File: config.mk
export PLATFORM = sky130hd
export DESIGN_NAME = can_log_frame_deframer
export DESIGN_NICKNAME = d
export VERILOG_FILES = /design/src/design/cld_pkg.sv /design/src/design/can_log_frame_deframer.sv /design/src/design/cld_ctrl.sv /design/src/design/cld_datapath.sv
export SDC_FILE = /design/constraint.sdc
export NUM_CORES = 1
export LEC_CHECK = 0
export ABC_AREA = 1
export BUFFER_PORTS_ARGS = -buffer_cell sky130_fd_sc_hd__clkbuf_2
export CAP_MARGIN = 40
export CORE_UTILIZATION = 35
export DETAILED_ROUTE_END_ITERATION = 7
export RECOVER_POWER = 100
export SETUP_SLACK_MARGIN = 0.05
export SYNTH_ARGS = -nofsm -noshare
export SYNTH_HDL_FRONTEND = slang
export SYNTH_HIERARCHICAL = 1
export SYNTH_SLANG_ARGS = --single-unit
File: constraint.sdc
create_clock -name clock -period 37.8 [get_ports clock]
set_clock_uncertainty 0.15 [all_clocks]
set_input_delay 1.89 -clock clock [delete_from_list [all_inputs] [get_ports clock]]
set_output_delay 1.89 -clock clock [all_outputs]
set_load 0.005 [all_outputs]
File: src/design/cld_pkg.sv
package cld_pkg;

   localparam int FrameLen = 26;
   localparam int FillWidth = $clog2(FrameLen + 1);

   localparam logic [7:0] HdrFirst = 8'hC1;
   localparam logic [7:0] HdrSecond = 8'h0A;
   localparam logic [7:0] TypeCommand = 8'h0B;
   localparam logic [63:0] ErasePayload = 64'hEF00_00FF_FFFC_FFFF;
   localparam logic [15:0] CountMax = 16'hFFFF;

   localparam logic [1:0] KIND_GOOD = 2'd0;
   localparam logic [1:0] KIND_ERASE = 2'd1;
   localparam logic [1:0] KIND_ERROR = 2'd2;

   typedef logic [FillWidth-1:0] fill_type;

   typedef enum logic [2:0] {
      ST_RUN,
      ST_CHECK,
      ST_SKIP_A,
      ST_SKIP_B,
      ST_SCAN
   } state_type;

   typedef struct packed {
      logic accept;
      logic load_result;
      logic shift;
      logic count_drop;
      logic finish_scan;
   } cmd_type;

   typedef struct packed {
      logic last_slot;
      logic sum_ok;
      logic out_free;
      logic rem_zero;
      logic scan_hit;
   } status_type;

endpackage

File: src/design/can_log_frame_deframer.sv
// channel   direction  handshake             payload
// req       in         req_valid/req_stall   req_rx_byte
// rsp       out        rsp_valid/rsp_stall   rsp_kind .. rsp_dropped_count
//
// One request byte is taken per cycle while the frame fills.
// The byte that completes a 26-byte frame leads to a check step, which waits
// while the previous result is still stalled in the output register.
// A checksum failure shifts out the two header bytes, then one dropped byte
// at a time until the rescan finds a header or the buffer runs empty.
// Synchronous active-high reset empties the buffer and clears the drop count.
// A stalled result does not block requests until the next frame completes.
module can_log_frame_deframer (
   input  logic        clock,
   input  logic        reset,
   input  logic        req_valid,
   output logic        req_stall,
   input  logic [7:0]  req_rx_byte,
   output logic        rsp_valid,
   input  logic        rsp_stall,
   output logic [1:0]  rsp_kind,
   output logic [7:0]  rsp_port_type,
   output logic [15:0] rsp_year,
   output logic [7:0]  rsp_month,
   output logic [7:0]  rsp_day,
   output logic [7:0]  rsp_hour,
   output logic [7:0]  rsp_minute,
   output logic [7:0]  rsp_second,
   output logic [15:0] rsp_millis,
   output logic [31:0] rsp_can_id,
   output logic [63:0] rsp_can_payload,
   output logic [15:0] rsp_dropped_count
);
   import cld_pkg::*;

   cmd_type    cmd;
   status_type status;

   cld_ctrl u_ctrl (
      .clock     (clock),
      .reset     (reset),
      .req_valid (req_valid),
      .req_stall (req_stall),
      .status    (status),
      .cmd       (cmd)
   );

   cld_datapath u_datapath (
      .clock             (clock),
      .reset             (reset),
      .req_rx_byte       (req_rx_byte),
      .cmd               (cmd),
      .status            (status),
      .rsp_valid         (rsp_valid),
      .rsp_stall         (rsp_stall),
      .rsp_kind          (rsp_kind),
      .rsp_port_type     (rsp_port_type),
      .rsp_year          (rsp_year),
      .rsp_month         (rsp_month),
      .rsp_day           (rsp_day),
      .rsp_hour          (rsp_hour),
      .rsp_minute        (rsp_minute),
      .rsp_second        (rsp_second),
      .rsp_millis        (rsp_millis),
      .rsp_can_id        (rsp_can_id),
      .rsp_can_payload   (rsp_can_payload),
      .rsp_dropped_count (rsp_dropped_count)
   );

endmodule

File: src/design/cld_ctrl.sv
module cld_ctrl (
   input  logic                clock,
   input  logic                reset,
   input  logic                req_valid,
   output logic                req_stall,
   input  cld_pkg::status_type status,
   output cld_pkg::cmd_type    cmd
);
   import cld_pkg::*;

   state_type state_ff;
   state_type state_in;

   always_ff @(posedge clock) begin
      if (reset) begin
         state_ff <= ST_RUN;
      end else begin
         state_ff <= state_in;
      end
   end

   always_comb begin
      state_in = state_ff;
      cmd = '0;
      req_stall = 1'b1;
      case (state_ff)
         ST_RUN: begin
            req_stall = 1'b0;
            cmd.accept = req_valid;
            if (req_valid && status.last_slot) begin
               state_in = ST_CHECK;
            end
         end
         ST_CHECK: begin
            // hold the finished frame until the output register frees up
            if (status.out_free) begin
               cmd.load_result = 1'b1;
               state_in = status.sum_ok ? ST_RUN : ST_SKIP_A;
            end
         end
         ST_SKIP_A: begin
            cmd.shift = 1'b1;
            state_in = ST_SKIP_B;
         end
         ST_SKIP_B: begin
            cmd.shift = 1'b1;
            state_in = ST_SCAN;
         end
         ST_SCAN: begin
            if (status.rem_zero) begin
               state_in = ST_RUN;
            end else if (status.scan_hit) begin
               cmd.finish_scan = 1'b1;
               state_in = ST_RUN;
            end else begin
               cmd.shift = 1'b1;
               cmd.count_drop = 1'b1;
            end
         end
         default: begin
            state_in = ST_RUN;
         end
      endcase
   end

   a_load_needs_room: assert property (@(posedge clock) disable iff (reset)
      cmd.load_result |-> status.out_free)
      else $error("result loaded while output register is occupied");

   a_no_accept_in_scan: assert property (@(posedge clock) disable iff (reset)
      (state_ff == ST_SCAN) |-> (!cmd.accept && req_stall))
      else $error("request taken during rescan");

endmodule

File: src/design/cld_datapath.sv
module cld_datapath (
   input  logic                clock,
   input  logic                reset,
   input  logic [7:0]          req_rx_byte,
   input  cld_pkg::cmd_type    cmd,
   output cld_pkg::status_type status,
   output logic                rsp_valid,
   input  logic                rsp_stall,
   output logic [1:0]          rsp_kind,
   output logic [7:0]          rsp_port_type,
   output logic [15:0]         rsp_year,
   output logic [7:0]          rsp_month,
   output logic [7:0]          rsp_day,
   output logic [7:0]          rsp_hour,
   output logic [7:0]          rsp_minute,
   output logic [7:0]          rsp_second,
   output logic [15:0]         rsp_millis,
   output logic [31:0]         rsp_can_id,
   output logic [63:0]         rsp_can_payload,
   output logic [15:0]         rsp_dropped_count
);
   import cld_pkg::*;

   logic [7:0]  frame_ff [FrameLen];
   fill_type    fill_ff;
   fill_type    fill_in;
   logic [7:0]  sum_ff;
   logic [7:0]  sum_in;
   logic [15:0] cnt_ff;
   logic [15:0] cnt_in;
   logic        rsp_valid_ff;
   logic        rsp_valid_in;

   logic [1:0]  kind_ff;
   logic [7:0]  port_type_ff;
   logic [15:0] year_ff;
   logic [7:0]  month_ff;
   logic [7:0]  day_ff;
   logic [7:0]  hour_ff;
   logic [7:0]  minute_ff;
   logic [7:0]  second_ff;
   logic [15:0] millis_ff;
   logic [31:0] can_id_ff;
   logic [63:0] payload_ff;
   logic [15:0] dropped_ff;

   logic        wr_en;
   fill_type    wr_idx;
   logic [1:0]  drop_n;
   logic [16:0] cnt_sum;
   logic [63:0] payload;
   logic        is_erase;

   assign payload = {frame_ff[17], frame_ff[18], frame_ff[19], frame_ff[20],
                     frame_ff[21], frame_ff[22], frame_ff[23], frame_ff[24]};
   assign is_erase = (frame_ff[2] == TypeCommand) && (payload == ErasePayload);

   assign status.last_slot = (fill_ff == fill_type'(FrameLen - 1));
   assign status.sum_ok = (sum_ff == frame_ff[FrameLen-1]);
   assign status.out_free = !rsp_valid_ff || !rsp_stall;
   assign status.rem_zero = (fill_ff == '0);
   assign status.scan_hit = (frame_ff[0] == HdrFirst) &&
                            ((fill_ff == fill_type'(1)) || (frame_ff[1] == HdrSecond));

   // byte placement while hunting for the header and filling the frame
   always_comb begin
      wr_en = 1'b1;
      wr_idx = fill_ff;
      if (fill_ff == '0) begin
         wr_en = (req_rx_byte == HdrFirst);
      end else if (fill_ff == fill_type'(1)) begin
         if (req_rx_byte == HdrSecond) begin
            wr_idx = fill_type'(1);
         end else begin
            wr_en = (req_rx_byte == HdrFirst);
            wr_idx = '0;
         end
      end
   end

   always_comb begin
      fill_in = fill_ff;
      sum_in = sum_ff;
      drop_n = 2'd0;
      if (cmd.accept) begin
         if (fill_ff == '0) begin
            if (req_rx_byte == HdrFirst) begin
               fill_in = fill_type'(1);
               sum_in = 8'd0;
            end else begin
               drop_n = 2'd1;
            end
         end else if (fill_ff == fill_type'(1)) begin
            if (req_rx_byte == HdrSecond) begin
               fill_in = fill_type'(2);
               sum_in = req_rx_byte;
            end else if (req_rx_byte == HdrFirst) begin
               drop_n = 2'd1;
            end else begin
               drop_n = 2'd2;
               fill_in = '0;
            end
         end else begin
            fill_in = fill_ff + fill_type'(1);
            // the checksum byte itself stays out of the sum
            if (fill_ff < fill_type'(FrameLen - 1)) begin
               sum_in = sum_ff + req_rx_byte;
            end
         end
      end
      if (cmd.load_result) begin
         if (status.sum_ok) begin
            fill_in = '0;
         end else begin
            // total over the whole frame; each shift removes the head byte
            sum_in = sum_ff + frame_ff[FrameLen-1] + frame_ff[0];
         end
      end
      if (cmd.shift) begin
         fill_in = fill_ff - fill_type'(1);
         sum_in = sum_ff - frame_ff[0];
         if (cmd.count_drop) begin
            drop_n = 2'd1;
         end
      end
      if (cmd.finish_scan) begin
         sum_in = sum_ff - frame_ff[0];
      end
   end

   assign cnt_sum = {1'b0, cnt_ff} + {15'd0, drop_n};
   assign cnt_in = cmd.load_result ? 16'd0 :
                   (cnt_sum[16] ? CountMax : cnt_sum[15:0]);
   assign rsp_valid_in = cmd.load_result || (rsp_valid_ff && rsp_stall);

   always_ff @(posedge clock) begin
      if (reset) begin
         fill_ff <= '0;
         sum_ff <= '0;
         cnt_ff <= '0;
         rsp_valid_ff <= 1'b0;
      end else begin
         fill_ff <= fill_in;
         sum_ff <= sum_in;
         cnt_ff <= cnt_in;
         rsp_valid_ff <= rsp_valid_in;
      end
   end

   always_ff @(posedge clock) begin
      if (cmd.accept && wr_en) begin
         frame_ff[wr_idx] <= req_rx_byte;
      end else if (cmd.shift) begin
         for (int i = 0; i < FrameLen - 1; i++) begin
            frame_ff[i] <= frame_ff[i+1];
         end
      end
   end

   always_ff @(posedge clock) begin
      if (cmd.load_result) begin
         dropped_ff <= cnt_ff;
         if (status.sum_ok) begin
            kind_ff <= is_erase ? KIND_ERASE : KIND_GOOD;
            port_type_ff <= frame_ff[2];
            year_ff <= {frame_ff[4], frame_ff[3]};
            month_ff <= frame_ff[5];
            day_ff <= frame_ff[6];
            hour_ff <= frame_ff[7];
            minute_ff <= frame_ff[8];
            second_ff <= frame_ff[9];
            millis_ff <= {frame_ff[11], frame_ff[10]};
            can_id_ff <= {frame_ff[16], frame_ff[15], frame_ff[14], frame_ff[13]};
            payload_ff <= payload;
         end else begin
            kind_ff <= KIND_ERROR;
            port_type_ff <= '0;
            year_ff <= '0;
            month_ff <= '0;
            day_ff <= '0;
            hour_ff <= '0;
            minute_ff <= '0;
            second_ff <= '0;
            millis_ff <= '0;
            can_id_ff <= '0;
            payload_ff <= '0;
         end
      end
   end

   assign rsp_valid = rsp_valid_ff;
   assign rsp_kind = kind_ff;
   assign rsp_port_type = port_type_ff;
   assign rsp_year = year_ff;
   assign rsp_month = month_ff;
   assign rsp_day = day_ff;
   assign rsp_hour = hour_ff;
   assign rsp_minute = minute_ff;
   assign rsp_second = second_ff;
   assign rsp_millis = millis_ff;
   assign rsp_can_id = can_id_ff;
   assign rsp_can_payload = payload_ff;
   assign rsp_dropped_count = dropped_ff;

   a_fill_range: assert property (@(posedge clock) disable iff (reset)
      fill_ff <= fill_type'(FrameLen))
      else $error("fill count beyond frame length");

   a_good_empties: assert property (@(posedge clock) disable iff (reset)
      (cmd.load_result && status.sum_ok) |=> (fill_ff == '0))
      else $error("buffer not emptied after good frame");

   a_shift_nonempty: assert property (@(posedge clock) disable iff (reset)
      cmd.shift |-> (fill_ff != '0))
      else $error("shift of an empty buffer");

endmodule

==> impl_table.tex <==
\begin{tabular}{lr}
\hline
Metric & Value \\
\hline
\multicolumn{2}{l}{\textbf{Clock network}} \\
TritonCTS clock tree & built \\
Number of sinks driven by the clock tree & 435 \\
Clock root buffer & clkbuf\_16 \\
Post-CTS Repair Setup Buffers & 0 \\
Num CTS Buffers & 46 \\
Later-pin clock latency in the skew report & 0.58 ns \\
Post-cts resize count & 0 \\
Clock-pin slew on the worst setup and hold paths & 0.06 ns \\
Hold bufs inserted after CTS & 0 \\
Maximum root-to-sink buffer count & 3 \\
H-Tree Depth & 2 \\
\multicolumn{2}{l}{\textbf{Place}} \\
Number of input and output port buffers inserted & approximately 210 \\
Final estimated routing congestion in global placement & 0.885 \\
HPWL reported at the end of detailed placement & 34.4 mm \\
\multicolumn{2}{l}{\textbf{Detailed routing}} \\
Starting DRC count in detailed routing & 1,455 \\
Via density & around 4.9 \\
TritonRoute pass-1 iters & 5 \\
Drt wl/cell & 18.7 µm \\
DRT Wirelength & 49.6 mm \\
Via Count & 13,100 \\
DRC viols & 0 \\
Number of nets with antenna violations after routing & 0 \\
\multicolumn{2}{l}{\textbf{STA}} \\
Aggregate negative setup slack & 0 ns \\
Maximum frequency from static timing analysis & 83.5 MHz \\
Number of hold-slack violations in the final timing report & 0 \\
Actual transition at the worst max-transition pin & 10.07 ns \\
Worst-case headroom to the max-slew limit & -5.72 \\
Final worst path period share & 0.317 \\
Min Clock Period, post-route & 11.97 ns \\
RSZ-0062 raised after global routing & false \\
Number of endpoints failing setup at the final stage & 0 \\
Max Transition Viols Final & 629 \\
\multicolumn{2}{l}{\textbf{Final layout}} \\
Finished Core Util & 0.405 \\
Fraction of layout cells with a size suffix above 1 & 0.0970 \\
Ant diodes & 0 \\
Final layout net count & 1,983 \\
Relative area change from synthesis to final layout & 14.4\% \\
\multicolumn{2}{l}{\textbf{Global routing}} \\
Gr busiest metal & met2 \\
Met1 usage & 0.239 \\
GRT met3 Usage & 0.0368 \\
Via count of the first global-routing pass & between 10,000 and 15,000 \\
Global routing usage summed across all routing layers & 0.177 \\
GR Overflow Total & 0 \\
Pin count of the biggest net entering global routing & 192 \\
Met2 usage & 0.284 \\
Initial antenna violation count & 1 \\
First-pass GRT wire length & 75.1 mm \\
\multicolumn{2}{l}{\textbf{Synth}} \\
Library cell with the highest instance count after synthesis & edfxtp\_1 \\
Post-Syn Nets & 1,762 \\
Most numerous cell types in the synthesized netlist & 402 x edfxtp\_1, 283 x inv\_1, 227 x nor2\_1 \\
Mean cell area of the mapped netlist & 11.2 µm² \\
Sequential element share of the synthesized area & 0.669 \\
Number of flops mapped to enable cells by yosys & between 400 and 500 \\
Cell taking the most area after synthesis & edfxtp\_1 \\
Async SR Flop Fraction & 0 \\
Flip-flop and latch count after synthesis & 435 \\
Number of cells produced by synthesis & 1,705 \\
Mapped cell area & 19,000 µm² \\
Ys Warns & 6 \\
Leading register cell type out of synthesis & edfxtp\_1 \\
Distinct cell type count of the synthesized netlist & 42 \\
Synth top area cells & edfxtp\_1 63\%, inv\_1 5.6\%, nor2\_1 4.5\% \\
Area share of the largest cell type after synthesis & 0.635 \\
\multicolumn{2}{l}{\textbf{Setup path}} \\
Startpoint of the worst register-to-register path & u\_ctrl/state\_ff[0] \\
Cell chain of the critical path & clkbuf\_2 > nand2\_1 > inv\_1 > nor4\_1 > clkbuf\_1 > clkbuf\_1 > nor2\_1 > clkinv\_1 > nor2\_1 \\
Slowest-stage cell, CP & clkbuf\_1 \\
Setup slack of the most critical reg-to-reg path & between 20 and 30 ns \\
Worst path top cell family by delay & buffers and inverters \\
Worst Reg2Reg Path Length in Cells & 7 \\
Worst-path maximum fanout & 191 \\
Kind of start point of the critical path & primary input \\
Start-to-end type of the worst setup path & in -> reg \\
Required time at the worst-slack endpoint & 38.08 ns \\
WP buf/inv & 5 \\
Critical path depth & 9 \\
Crit-path max cell delay & approximately 6.7 ns \\
Signal arrival time at the worst endpoint & 12.26 ns \\
Worst R2R End & u\_datapath/cnt\_ff[0] \\
Crit. End Element & flop \\
\multicolumn{2}{l}{\textbf{Hold path}} \\
Worst hold path stage count & 0 \\
Hold path startpoint & u\_datapath/cnt\_ff[0] \\
Worst hold path class & reg -> reg \\
Worst-case hold path end point & u\_datapath/rsp\_dropped\_count[0] \\
\multicolumn{2}{l}{\textbf{Power and ir drop}} \\
Static leakage & 8.39 nW \\
Maximum resistive drop on vdd & about 0.03 mV \\
Pwr per Cell Area & 47.8 nW/µm² \\
\multicolumn{2}{l}{\textbf{Die}} \\
Core outline area & 53,700 µm² \\
Number of placement rows & 85 \\
Die Footprint & 55,300 µm² \\
Initial Util & 0.354 \\
Die height & $\sim$240 µm \\
Number of primary I/O pins & 208 \\
Width of the chip & 235 µm \\
\multicolumn{2}{l}{\textbf{Outcome}} \\
Status & complete, but fails checks \\
Violated checks & capacitance limit, slew limit \\
\multicolumn{2}{l}{\textbf{Run}} \\
Max capacitance violation total & 7 \\
\hline
\end{tabular}
-- metal layers --
layer	routed length [µm]	up-vias	share of wire
li1	-	6148	-
met1	21200	6362	0.43
met2	23300	516	0.47
met3	3910	73	0.079
met4	1140	0	0.023
met5	0	-	0
-- cells by family (layout without fill, tap and decap cells) --
logic type	after synthesis	in the layout	share of synthesized area
AND/OR/NAND/NOR	579	579	0.133
flip-flops	435	435	0.669
buffers and inverters	357	611	0.0827
AO/OA/AOI/OAI	280	280	0.0773
adder cells (fa/ha/maj)	45	45	0.0339
XOR/XNOR	9	9	0.00414
-- flip-flops by register name (all words and copies together), names as in the netlist --
register and cells:
u_datapath/rsp_dropped_count 16, u_datapath/rsp_month 8, u_datapath/rsp_minute 8, u_datapath/rsp_can_payload 64, u_datapath/rsp_hour 8, u_datapath/rsp_port_type 8
u_datapath/frame_ff 208, u_datapath/rsp_can_id 32, u_datapath/rsp_kind 2, u_datapath/rsp_valid 1, u_datapath/rsp_second 8, u_datapath/rsp_year 16
u_datapath/rsp_millis 16, u_datapath/sum_ff 8, u_ctrl/state_ff 3, u_datapath/fill_ff 5, u_datapath/rsp_day 8, u_datapath/cnt_ff 16
-- per-stage QoR --
step | worst slack [ns] | hold slack (ns) | cells | area (µm²) | power, mW
after floorplan | 13.41 | 0.265 | 1705 | 19000 | 0.597
after global placement | 31.66 | 0.289 | 2543 | 20500 | 0.618
after detailed placement | 31.73 | 0.289 | 2573 | 20700 | 0.620
after CTS | 32.33 | 0.309 | 2654 | 22100 | 1.05
after global routing | 24.13 | 0.328 | 2655 | 21800 | 1.08
final | 25.83 | 0.301 | 2655 | 21800 | 1.04
-- how the worst max path moves through the flow --
stage	startpoint	endpoint	slack (ns)
floorplan	rsp_stall	u_datapath/cnt_ff[0]	13.41
global placement	req_valid	u_datapath/frame_ff[13][3]	31.66
detailed placement	req_valid	u_datapath/frame_ff[1][2]	31.73
CTS	req_valid	u_datapath/frame_ff[1][2]	32.33
global route	rsp_stall	u_datapath/cnt_ff[5]	24.13
finish	rsp_stall	u_datapath/cnt_ff[0]	25.83
-- report_power, final --
group | switching, mW | total (mW) | leakage, nW | internal [mW]
Combinational | 0.0505 | 0.0744 | 4.04 | 0.0239
Clock | 0.183 | 0.432 | 0.690 | 0.248
Sequential | 0.00669 | 0.535 | 3.67 | 0.529
Total | 0.240 | 1.04 | 8.39 | 0.801
-- cell type report --
cell class | count | area (µm²)
Clock buffer | 67 | 1280
Clock inverter | 14 | 129
Inverter | 288 | 1080
Multi-Input combinational cell | 913 | 4620
Fill cell | 5200 | 31900
Timing Repair Buffer | 242 | 1050
Tap cell | 696 | 871
Sequential cell | 435 | 12700
-- cells in the final DEF, fill, tap and decap left out, types with 2 or more instances in the layout --
cell       instances
nand4_1           22
nor4_1            12
clkbuf_2         109
nand2_1          209
o21ai_0          219
buf_1              4
nor3_1             8
nand2_2            2
dfxtp_1           33
inv_2              4
fa_1              11
clkinv_1           5
inv_1            283
a21o_1             2
or2_2              7
o211ai_1           4
a21oi_1           41
o21ai_2            2
xor2_1             6
xnor2_1            3
nand3b_1           3
nand3_2            2
clkinv_2           5
clkbuf_16         47
clkbuf_1         145
a31oi_1            5
o21bai_1           2
clkbuf_8           3
ha_1              34
edfxtp_1         402
nor2_1           228
bufinv_16          2
nand3_1           82
No activity file was read; power rests on OpenSTA's default activity.
